<file path="src/rtl/bead_width_splitter_macros.svh">
// assertion macros for the bead width splitter
// expects clk and arst_n in the including module
`ifndef BEAD_WIDTH_SPLITTER_MACROS_SVH
`define BEAD_WIDTH_SPLITTER_MACROS_SVH

// same-cycle implication, disabled during reset
`define BWS_ASSERT_NOW(lbl, ante, cons, msg) \
	lbl: assert property (@(posedge clk) disable iff (!arst_n) (ante) |-> (cons)) \
		else $error(msg);

// next-cycle implication, disabled during reset
`define BWS_ASSERT_NEXT(lbl, ante, cons, msg) \
	lbl: assert property (@(posedge clk) disable iff (!arst_n) (ante) |=> (cons)) \
		else $error(msg);

`endif

</file>
<file path="src/rtl/bws_pkg.sv">
// shared types and constants for the bead width splitter
// no dependencies
`default_nettype none

package bws_pkg;

	localparam int TW = 20;
	localparam int CNTW = 6;
	localparam int IDXW = 5;
	localparam int DIV_CNT_W = $clog2(TW + 1);

	typedef logic [TW-1:0] width_t;

	localparam logic CFG_OUTER_WIDTH = 1'b0;
	localparam logic CFG_MIN_WIDTH = 1'b1;

	localparam width_t OUTER_WIDTH_RST = width_t'(400);
	localparam width_t MIN_WIDTH_RST = width_t'(300);

endpackage

`default_nettype wire

</file>
<file path="src/rtl/bead_width_splitter.sv">
// path: an input passes S_MUL, S_CMP, S_DIV (the 20-step divider) and S_EMIT to the output register
// the minimum-width split skips S_DIV; zero beads go straight from S_IDLE to S_EMIT
// throughput: one bead beat per cycle while sweeping unless out_ready stalls, one input at a time
// reset: registers return to 400 and 300, control and output valid clear
// depends on bws_pkg, bws_div and bead_width_splitter_macros.svh
`default_nettype none

`include "bead_width_splitter_macros.svh"

module bead_width_splitter #(
	parameter int MAX_BEADS = 32
) (
	input  wire logic            clk,
	input  wire logic            arst_n,
	input  wire logic            cfg_we,
	input  wire logic            cfg_index,
	input  wire bws_pkg::width_t cfg_data,
	input  wire logic            in_valid,
	output logic                 in_ready,
	input  wire bws_pkg::width_t thickness,
	input  wire logic [5:0]      num_beads,
	output logic                 out_valid,
	input  wire logic            out_ready,
	output logic [4:0]           bead_index,
	output bws_pkg::width_t      bead_width,
	output bws_pkg::width_t      bead_location,
	output bws_pkg::width_t      leftover,
	output logic                 last
);

	import bws_pkg::*;

	localparam int NW = $clog2(MAX_BEADS + 1);
	localparam int IW = $clog2(MAX_BEADS);
	localparam int CMPW = NW + CNTW;
	localparam int PW = NW + TW;

	typedef enum logic [2:0] {
		S_IDLE,
		S_MUL,
		S_CMP,
		S_DIV,
		S_EMIT
	} state_t;

	state_t          state_q;
	width_t          ow_q;
	width_t          mw_q;
	width_t          t_q;
	logic [NW-1:0]   n_q;
	logic            zero_q;
	logic            mode_outer_q;
	logic [PW-1:0]   p_q;
	width_t          w0_q;
	width_t          win_q;
	width_t          acc_q;
	width_t          tacc_q;
	logic [IW-1:0]   idx_q;

	logic            out_valid_q;
	logic [IDXW-1:0] idx_out_q;
	width_t          width_out_q;
	width_t          loc_out_q;
	width_t          left_out_q;
	logic            last_out_q;

	logic [NW-1:0]   n_clamped;
	logic [NW-1:0]   nm2;
	logic [PW-1:0]   prod;
	logic [PW:0]     sum_a;
	logic [PW:0]     sum_b;
	logic [PW:0]     t_wide;
	logic            take_a;
	logic            take_b;
	logic            div_start;
	width_t          div_dividend;
	logic [NW-1:0]   div_divisor;
	logic            div_busy;
	logic            div_done;
	width_t          div_quot;

	logic [NW-1:0]   idx_ext;
	logic [NW-1:0]   n_last;
	logic            is_outer;
	logic            is_middle;
	logic            is_first;
	logic            is_last;
	width_t          w_cur;
	width_t          w_half;
	width_t          w_ceil;
	logic [IW+IDXW-1:0] idx_wide;
	logic            slot_free;

	// configuration registers
	always_ff @(posedge clk or negedge arst_n) begin
		if (!arst_n) begin
			ow_q <= OUTER_WIDTH_RST;
			mw_q <= MIN_WIDTH_RST;
		end else if (cfg_we) begin
			case (cfg_index)
				CFG_OUTER_WIDTH: ow_q <= cfg_data;
				CFG_MIN_WIDTH: mw_q <= cfg_data;
				default: ;
			endcase
		end
	end

	assign n_clamped = (CMPW'(num_beads) > CMPW'(MAX_BEADS)) ? NW'(MAX_BEADS)
		: NW'(num_beads);

	// split decision
	assign nm2 = n_q - NW'(2);
	assign prod = PW'(nm2) * PW'(mw_q);
	assign t_wide = (PW + 1)'(t_q);
	assign sum_a = (PW + 1)'(p_q) + (PW + 1)'({ow_q, 1'b0});
	assign sum_b = (PW + 1)'(p_q) + (PW + 1)'({mw_q, 1'b0});
	assign take_a = (n_q > NW'(2)) && (t_wide >= sum_a);
	assign take_b = !take_a && (n_q > NW'(2)) && (t_wide >= sum_b);

	assign div_start = (state_q == S_CMP) && !take_b;
	assign div_dividend = take_a ? (t_q - {ow_q[TW-2:0], 1'b0}) : t_q;
	assign div_divisor = take_a ? nm2 : n_q;

	bws_div #(
		.DW(NW)
	) u_div (
		.clk     (clk),
		.arst_n  (arst_n),
		.start   (div_start),
		.dividend(div_dividend),
		.divisor (div_divisor),
		.busy    (div_busy),
		.done    (div_done),
		.quotient(div_quot)
	);

	// bead sweep
	assign idx_ext = NW'(idx_q);
	assign n_last = n_q - NW'(1);
	assign is_outer = (idx_q == '0) || (idx_ext == n_last);
	assign is_middle = n_q[0] && (idx_ext == (n_q >> 1));
	assign is_first = idx_ext <= (n_last >> 1);
	assign is_last = idx_ext == n_last;
	assign w_cur = is_outer ? w0_q : win_q;
	assign w_half = w_cur >> 1;
	assign w_ceil = w_cur - w_half;
	assign idx_wide = (IW + IDXW)'(idx_q);
	assign slot_free = !out_valid_q || out_ready;

	always_ff @(posedge clk or negedge arst_n) begin
		if (!arst_n) begin
			state_q <= S_IDLE;
			t_q <= '0;
			n_q <= '0;
			zero_q <= 1'b0;
			mode_outer_q <= 1'b0;
			p_q <= '0;
			w0_q <= '0;
			win_q <= '0;
			acc_q <= '0;
			tacc_q <= '0;
			idx_q <= '0;
			out_valid_q <= 1'b0;
			idx_out_q <= '0;
			width_out_q <= '0;
			loc_out_q <= '0;
			left_out_q <= '0;
			last_out_q <= 1'b0;
		end else begin
			if (out_valid_q && out_ready && (state_q != S_EMIT)) begin
				out_valid_q <= 1'b0;
			end
			case (state_q)
				S_IDLE: begin
					if (in_valid) begin
						t_q <= thickness;
						n_q <= n_clamped;
						zero_q <= (num_beads == '0);
						idx_q <= '0;
						state_q <= (num_beads == '0) ? S_EMIT : S_MUL;
					end
				end
				S_MUL: begin
					p_q <= prod;
					state_q <= S_CMP;
				end
				S_CMP: begin
					acc_q <= '0;
					tacc_q <= t_q;
					if (take_a) begin
						mode_outer_q <= 1'b1;
						state_q <= S_DIV;
					end else if (take_b) begin
						w0_q <= (t_q - p_q[TW-1:0]) >> 1;
						win_q <= mw_q;
						state_q <= S_EMIT;
					end else begin
						mode_outer_q <= 1'b0;
						state_q <= S_DIV;
					end
				end
				S_DIV: begin
					if (div_done) begin
						w0_q <= mode_outer_q ? ow_q : div_quot;
						win_q <= div_quot;
						state_q <= S_EMIT;
					end
				end
				S_EMIT: begin
					if (slot_free) begin
						out_valid_q <= 1'b1;
						if (zero_q) begin
							idx_out_q <= '0;
							width_out_q <= '0;
							loc_out_q <= '0;
							left_out_q <= t_q;
							last_out_q <= 1'b1;
							state_q <= S_IDLE;
						end else begin
							idx_out_q <= idx_wide[IDXW-1:0];
							width_out_q <= w_cur;
							left_out_q <= '0;
							last_out_q <= is_last;
							if (is_middle) begin
								loc_out_q <= t_q >> 1;
							end else if (is_first) begin
								loc_out_q <= acc_q + w_half;
								acc_q <= acc_q + w_cur;
								tacc_q <= tacc_q - w_cur;
							end else begin
								loc_out_q <= tacc_q + w_ceil;
								tacc_q <= tacc_q + w_cur;
							end
							idx_q <= idx_q + IW'(1);
							if (is_last) begin
								state_q <= S_IDLE;
							end
						end
					end
				end
				default: state_q <= S_IDLE;
			endcase
		end
	end

	assign in_ready = (state_q == S_IDLE);
	assign out_valid = out_valid_q;
	assign bead_index = idx_out_q;
	assign bead_width = width_out_q;
	assign bead_location = loc_out_q;
	assign leftover = left_out_q;
	assign last = last_out_q;

	`BWS_ASSERT_NOW(a_idle_div_quiet, in_ready, !div_busy, "divider busy while idle")
	`BWS_ASSERT_NOW(a_sweep_holds_input, out_valid && !last, !in_ready,
		"input taken before the last bead")
	`BWS_ASSERT_NOW(a_leftover_only_empty, out_valid && (leftover != '0),
		last && (bead_width == '0), "leftover on a bead result")
	`BWS_ASSERT_NOW(a_index_in_range, (state_q == S_EMIT) && !zero_q, idx_ext < n_q,
		"bead index past count")

endmodule

`default_nettype wire

</file>
<file path="src/rtl/bws_div.sv">
// radix-2 restoring divider, one quotient bit per cycle
// depends on bws_pkg
`default_nettype none

module bws_div #(
	parameter int DW = 7
) (
	input  wire logic           clk,
	input  wire logic           arst_n,
	input  wire logic           start,
	input  wire bws_pkg::width_t dividend,
	input  wire logic [DW-1:0]  divisor,
	output logic                busy,
	output logic                done,
	output bws_pkg::width_t     quotient
);

	import bws_pkg::*;

	logic [DW-1:0]        rem_q;
	logic [DW-1:0]        dvs_q;
	width_t               quo_q;
	logic [DIV_CNT_W-1:0] cnt_q;
	logic                 busy_q;
	logic                 done_q;
	logic [DW:0]          rem_sh;
	logic [DW:0]          rem_sub;
	logic                 fits;

	assign rem_sh = {rem_q, quo_q[TW-1]};
	assign rem_sub = rem_sh - {1'b0, dvs_q};
	assign fits = rem_sh >= {1'b0, dvs_q};

	always_ff @(posedge clk or negedge arst_n) begin
		if (!arst_n) begin
			busy_q <= 1'b0;
			done_q <= 1'b0;
			cnt_q <= '0;
		end else begin
			done_q <= 1'b0;
			if (start) begin
				busy_q <= 1'b1;
				cnt_q <= DIV_CNT_W'(TW);
			end else if (busy_q) begin
				cnt_q <= cnt_q - DIV_CNT_W'(1);
				if (cnt_q == DIV_CNT_W'(1)) begin
					busy_q <= 1'b0;
					done_q <= 1'b1;
				end
			end
		end
	end

	always_ff @(posedge clk) begin
		if (start) begin
			rem_q <= '0;
			quo_q <= dividend;
			dvs_q <= divisor;
		end else if (busy_q) begin
			if (fits) begin
				rem_q <= rem_sub[DW-1:0];
				quo_q <= {quo_q[TW-2:0], 1'b1};
			end else begin
				rem_q <= rem_sh[DW-1:0];
				quo_q <= {quo_q[TW-2:0], 1'b0};
			end
		end
	end

	assign busy = busy_q;
	assign done = done_q;
	assign quotient = quo_q;

endmodule

`default_nettype wire

</file>
<file path="config.mk">
export PLATFORM = sky130hd
export DESIGN_NAME = bead_width_splitter
export DESIGN_NICKNAME = d
export VERILOG_FILES = /design/src/rtl/bws_pkg.sv /design/src/rtl/bead_width_splitter.sv /design/src/rtl/bws_div.sv
export VERILOG_INCLUDE_DIRS = /design/src /design/src/rtl
export SDC_FILE = /design/constraint.sdc
export NUM_CORES = 1
export LEC_CHECK = 0
export BUFFER_PORTS_ARGS = -buffer_cell sky130_fd_sc_hd__buf_2
export CAP_MARGIN = 20
export CORE_MARGIN = 2
export CORE_UTILIZATION = 35
export DETAILED_ROUTE_END_ITERATION = 6
export PLACE_DENSITY = 0.48
export SYNTH_ARGS = -nofsm -noshare
export SYNTH_HDL_FRONTEND = slang
export SYNTH_HIERARCHICAL = 1
export SYNTH_SLANG_ARGS = --single-unit
</file>
<file path="constraint.sdc">
create_clock -name clk -period 7.7 [get_ports clk]
set_clock_uncertainty 0.05 [all_clocks]
set_input_delay 1.54 -clock clk [delete_from_list [all_inputs] [get_ports clk]]
set_output_delay 1.54 -clock clk [all_outputs]
set_load 0.01 [all_outputs]
</file>
; ---- Word-level counts from Yosys, hierarchy flattened
; Index checks and enable logic that the tools add are counted.
[word_totals]
regBits = 288
input_bits = 52
out_inout_bits = 68
wordCells = 155
[op_classes]
n_addsub = 15
n_mul = 1
magnitude_cmp = 6
eq_ne = 18
mux = 60
n_bitwise = 1
n_reduce_logical = 29
[op_table]
columns = operator, count
row1 = 2-to-1 mux 20 bit, 24
row2 = one-hot mux 20 bit (2 select lines), 4
row3 = adder 20 bit, 3
row4 = subtractor 20 bit, 3
row5 = adder 26 x 21 -> 27 bit, 2
row6 = greater-or-equal comparator 20 x 27 -> 1 bit, 2
row7 = 2-to-1 mux 5 bit, 6
row8 = multiplier 6 x 20 -> 26 bit, 1
row9 = 2-to-1 mux 3 bit, 8
row10 = adder 20 x 19 -> 20 bit, 1
row11 = subtractor 20 x 19 -> 20 bit, 1
row12 = 2-to-1 mux 6 bit, 3
row13 = != test 2 bit (second input constant), 8
row14 = AND reduction 4 bit, 4
row15 = one-hot mux 3 bit (5 select lines), 1
row16 = 2-to-1 mux 1 bit, 13
row17 = one-hot mux 5 bit (2 select lines), 1
row18 = AND reduction 2 bit, 5
row19 = nonzero test 2 bit, 4
row20 = greater-or-equal comparator 7 x 6 -> 1 bit, 1
row21 = logical AND 1 bit, 7
row22 = equality test 3 x 2 -> 1 bit (second input constant), 2
row23 = equality test 5 x 6 -> 1 bit, 1
row24 = > comparator 6 x 2 -> 1 bit (second input constant), 1
row25 = other kinds (20), 24

; ---- Logic depth before layout (Yosys ltp)
[logic_depth]
ltp_word = 10
mapped_depth = 29
depth_no_buf = 24

; ---- Hierarchy
; Netlist, hierarchy kept.
[modules_own_cells]
columns = module, instances, cells_per_inst, area_per_inst_um2, seq_area_each_um2
row1 = bead_width_splitter, 1, 2775, 24061.8, 6239.7
row2 = bws_div, 1, 155, 1930.6, 1076.0

; ---- Worst setup path before layout
; No wires, ideal clock.
[synth_timing]
path_type = register to register
from = register n_q[1]
to = register loc_out_q[18], in the netlist bead_location[18]
setup_ns = 0.110
arrival_time_ns = 6.381
required_ns = 7.540
setup_slack_ns = 1.159
path_stages_with_launch = 29
path_buffers = 5
synth_period_minus_slack_ns = 6.541
path_cell_list = dfrtp_1 buf_2 inv_2 buf_1 ha_1 nor3b_1 nand2_1 xor2_1 and4_1 nor2_1 buf_4 buf_2 buf_2 mux2i_1 inv_1 ha_1 a21o_1 ha_1 nor2b_1 o31a_1 o31a_1 o41a_1 a41o_1 o41a_1 a21o_1 a21oi_1 xnor2_1 nor2_1 o41ai_1
[synth_between]
elab_chain_len = 9
word_cells_on_any_way = 13
classes_between = add/sub: 4 / order compare: 1 / eq/ne: 2 / mux: 4 / reduce/logical: 2
[synth_lines]
columns = item, line
row1 = start: declaration, bead_width_splitter.sv:50  ; logic [NW-1:0] n_q;
row2 = start signal: assignment, bead_width_splitter.sv:177  ; n_q <= n_clamped;
row3 = subtractor 6 x 1 -> 6 bit, bead_width_splitter.sv:139  ; assign n_last = n_q - NW'(1);
row4 = equality test 5 x 6 -> 1 bit, bead_width_splitter.sv:140  ; assign is_outer = (idx_q == '0) || (idx_ext == n_last);
row5 = logical OR 1 bit, bead_width_splitter.sv:140
row6 = 2-to-1 mux 20 bit, bead_width_splitter.sv:144  ; assign w_cur = is_outer ? w0_q : win_q;
row7 = subtractor 20 x 19 -> 20 bit, bead_width_splitter.sv:146  ; assign w_ceil = w_cur - w_half;
row8 = adder 20 bit, bead_width_splitter.sv:231  ; loc_out_q <= tacc_q + w_ceil;
row9 = 2-to-1 mux 20 bit, bead_width_splitter.sv:226  ; end else if (is_first) begin
row10 = 2-to-1 mux 20 bit *, bead_width_splitter.sv:224  ; if (is_middle) begin
row11 = 2-to-1 mux 20 bit *, bead_width_splitter.sv:212  ; if (zero_q) begin
row12 = end signal: assignment, bead_width_splitter.sv:225  ; loc_out_q <= t_q >> 1;
row13 = end signal: assignment, bead_width_splitter.sv:227  ; loc_out_q <= acc_q + w_half;
row14 = end signal: assignment, bead_width_splitter.sv:231
row15 = end: declaration, bead_width_splitter.sv:63  ; width_t loc_out_q;
; Mark *: on every way between the ends. The rest lies on a longest branch, timed or not.
; A chain may end at the register's enable or synchronous reset.

; ---- Final worst setup path
; Same ends and word-level chain as after synthesis.

==> impl_metrics.csv <==
group,metric,value,unit
timing,drv_slew,0,
final_layout,layout_commonest_cell,"nand2_1",
synth,avgSynthCellArea,8.871,sq um
synth,synth_warnings,6,
cts,clockRootBuffer,"clkbuf_16",
synth,synth_top_cells_by_area,"dfrtp_1 (24%), ha_1 (13%), fa_1 (6.7%), o21ai_0 (5.0%), nand2_1 (4.9%)",
synth,ys_types,85,
grt,use_met1,28.00,%
setup_path,arrival,7070,ps
cts,h-tree-depth,2,
final_layout,utilization,39.49,%
timing,rsz0062_at_grt,"false",
detailed_routing,drt-initial-drc-count,1148,
grt,gr-usage-met3,2.062,%
grt,grt-ovfl-total,0,
setup_path,crit_required,8110,ps
grt,gr-max-usage-layer,"met2",
timing,fin_tns_setup,0,ps
setup_path,path_max_fanout,34,
timing,period_needed,6662,ps
placed_design,gp_congestion,0.8678,
placed_design,io_buffer_count,119,
grt,grt_pass1_vias,21811,
timing,timing.final.crit_share,86.52,%
cts,ctsLongestPathBuffers,3,
setup_path,crit_path_max_incr_delay,440,ps
detailed_routing,wl,79340,microns
synth,synth_nets,3329,
detailed_routing,first_pass_iters,5,
setup_path,cp_cell_sequence,"inv_2 > ha_1 > nor3b_1 > nand2_1 > xor2_1 > and4_1 > nor2_4 > buf_4 > mux2i_1 > inv_1 > xnor2_1 > ha_1 > ha_1 > o21a_1 > o31a_1 > o31a_1 > o41a_1 > a41o_1 > o41a_1 > a21o_1 > a21oi_1 > xnor2_1 > nor2_1 > o41ai_1",
synth,ys_seq_area_share,28.15,%
detailed_routing,num_vias,21363,
timing,fmax,0.1501,GHz
floorplan,dieArea,76460,sq um
timing,hold_violations,0,
detailed_routing,routedWlPerCell,19.82,microns
grt,grt_max_degree,139,
synth,synth_flop_cell,"dfrtp_1",
final_layout,fillerInstances,7381,
synth,synth-seq-cells,288,
cts,postCtsSetupBuffers,0,
synth,netlist_area,25990,sq um
placed_design,dp_hpwl,61580,microns
timing,relSlewSlack,39.72,%
setup_path,cpMaxStageDelayCell,"buf_4",
timing,setup_viol,0,
cts,tritoncts,"built",
synth,synth_top_area_share,23.97,%
grt,met2_usage,35.26,%
final_layout,nets,3417,
synth,synth_edf_count,26,
synth,synth_top_cell_by_area,"dfrtp_1",
final_layout,antenna_cells,0,
floorplan,die_x,276.5,microns
setup_path,crit_top_cell,"ha_1",
cts,clkSinkCount,288,
grt,antenna_found_initial,2,
detailed_routing,drt.antenna.violating_nets,0,
final_layout,final_cell_mix,"nand2_1 (338), o21ai_0 (261), ha_1 (260)",
setup_path,path_class,"reg -> reg",
final_layout,syn2layout_area_growth,11.23,%
cts,cts-hold-fix-buffers,0,
setup_path,cp-end-kind,"flop",
synth,async_flop_share,88.89,%
grt,grt_usage,20.69,%
floorplan,rows,99,
detailed_routing,vias_per_cell,5.337,
floorplan,coreArea,73210,sq um
cts,numCtsBuffers,38,
cts,cts.repair.resized,0,
synth,netlist_instances,2930,
setup_path,crit_path_start_kind,"flop",
worst_hold_path,hp-class,"reg -> reg",
detailed_routing,drc,0,
final_layout,drive_above_1_share,12.55,%
timing,max_slew.worst_pin.slew,904.2,ps
floorplan,start_util,35.51,%
cts,clk_latency,580,ps
floorplan,ios,120,
run_status,status,"completed",
floorplan,chipHeight,276.5,microns
run,maxCapViolCount,0,
cts,path_clk_slew,60,ps
grt,grt_pass1_wl,125600,microns
## path summary, 6_finish.rpt
check                             startpoint                end  slack [ps]  cells past startpoint
worst max register to register        n_q[1]  bead_location[18]        1040                     24
worst max-delay path                  n_q[1]  bead_location[18]        1040                     24
worst min register to register  leftover[16]       leftover[16]         420                      2
max in group asynchronous             arst_n           ow_q[15]        5470                      2
min in group asynchronous             arst_n        leftover[4]         840                      1
worst min-delay path            leftover[16]       leftover[16]         420                      2
## metrics by stage
step,setup WS [ps],std cells,cell area [sq um],hold slack [ps]
after floorplan,1159,2930,25990,376.1
after global placement,1165,3936,27640,407.6
after detailed placement,1048,3936,27640,415.4
after CTS,1021,4002,28890,429.0
after global routing,546.9,4003,28910,441.9
final,1038,4003,28910,421.2
## per-layer routing
metal | vias to the layer above | wire [microns]
li1 | 10394 | -
met1 | 10504 | 37330
met2 | 381 | 37510
met3 | 84 | 2676
met4 | 0 | 1822
met5 | - | 0
## flip-flops by register name, indices dropped and copies added (netlist names), 6 cells and up
| name | cells |
|---|---|
| u_div/dvs_q | 6 |
| t_q | 20 |
| ow_q | 20 |
| tacc_q | 20 |
| bead_location | 20 |
| bead_width | 20 |
| u_div/rem_q | 6 |
| n_q | 6 |
| mw_q | 20 |
| u_div/quotient | 20 |
| w0_q | 20 |
| win_q | 20 |
| p_q | 26 |
| leftover | 20 |
| acc_q | 20 |
## critical path, delay by kind of cell (launching register included)
| kind | cells | cell delay [ps] |
|---|---|---|
| buffers and inverters | 3 | 970 |
| muxes | 1 | 420 |
| AOI/OAI and AO/OA | 9 | 2240 |
| DFF | 1 | 380 |
| adders and majority gates | 3 | 930 |
| and+or+nand+nor | 5 | 1060 |
| xor gates and xnor gates | 3 | 480 |
## layout make-up
cell class	count	area [sq um]	share of cell area [%]
sequential	288	7316	25.31
clock inverter	17	205.2	0.7098
clock buffer	49	1044	3.609
inverter	223	837.1	2.895
tap	959	1200	4.150
multi-input combinational	2307	17370	60.08
timing repair buffer	160	938.4	3.246
## cell usage after synthesis (14+ instances only)
cell,number
a211oi_1,42
a21o_1,75
a21oi_1,163
a31oi_1,25
and2_1,47
and3_1,14
clkbuf_1,87
dfrtp_1,249
edfxtp_1,26
fa_1,87
ha_1,260
inv_1,222
mux2_2,87
mux2_4,39
mux2i_1,44
nand2_1,340
nand2b_1,64
nand3_1,56
nor2_1,179
nor2b_1,30
nor3_1,49
o21a_1,31
o21ai_0,261
o21bai_1,14
o31ai_1,19
or3_1,14
xnor2_1,111
xor2_1,90
## kinds of logic (layout without fill, tap and decap cells)
| kind of cell | after synthesis | in the layout | synth area share, % |
|---|---|---|---|
| simple gates | 848 | 848 | 15.16 |
| xor+xnor | 202 | 202 | 6.835 |
| mux | 171 | 171 | 7.760 |
| compound gates | 739 | 739 | 17.71 |
| flops | 288 | 288 | 28.15 |
| buf+inv | 335 | 449 | 5.175 |
| fa+ha+maj | 347 | 347 | 19.22 |
Power is left out: the tool's default activity adds up to more than one toggle a clock period on the data nets, which glitch-free logic cannot reach.
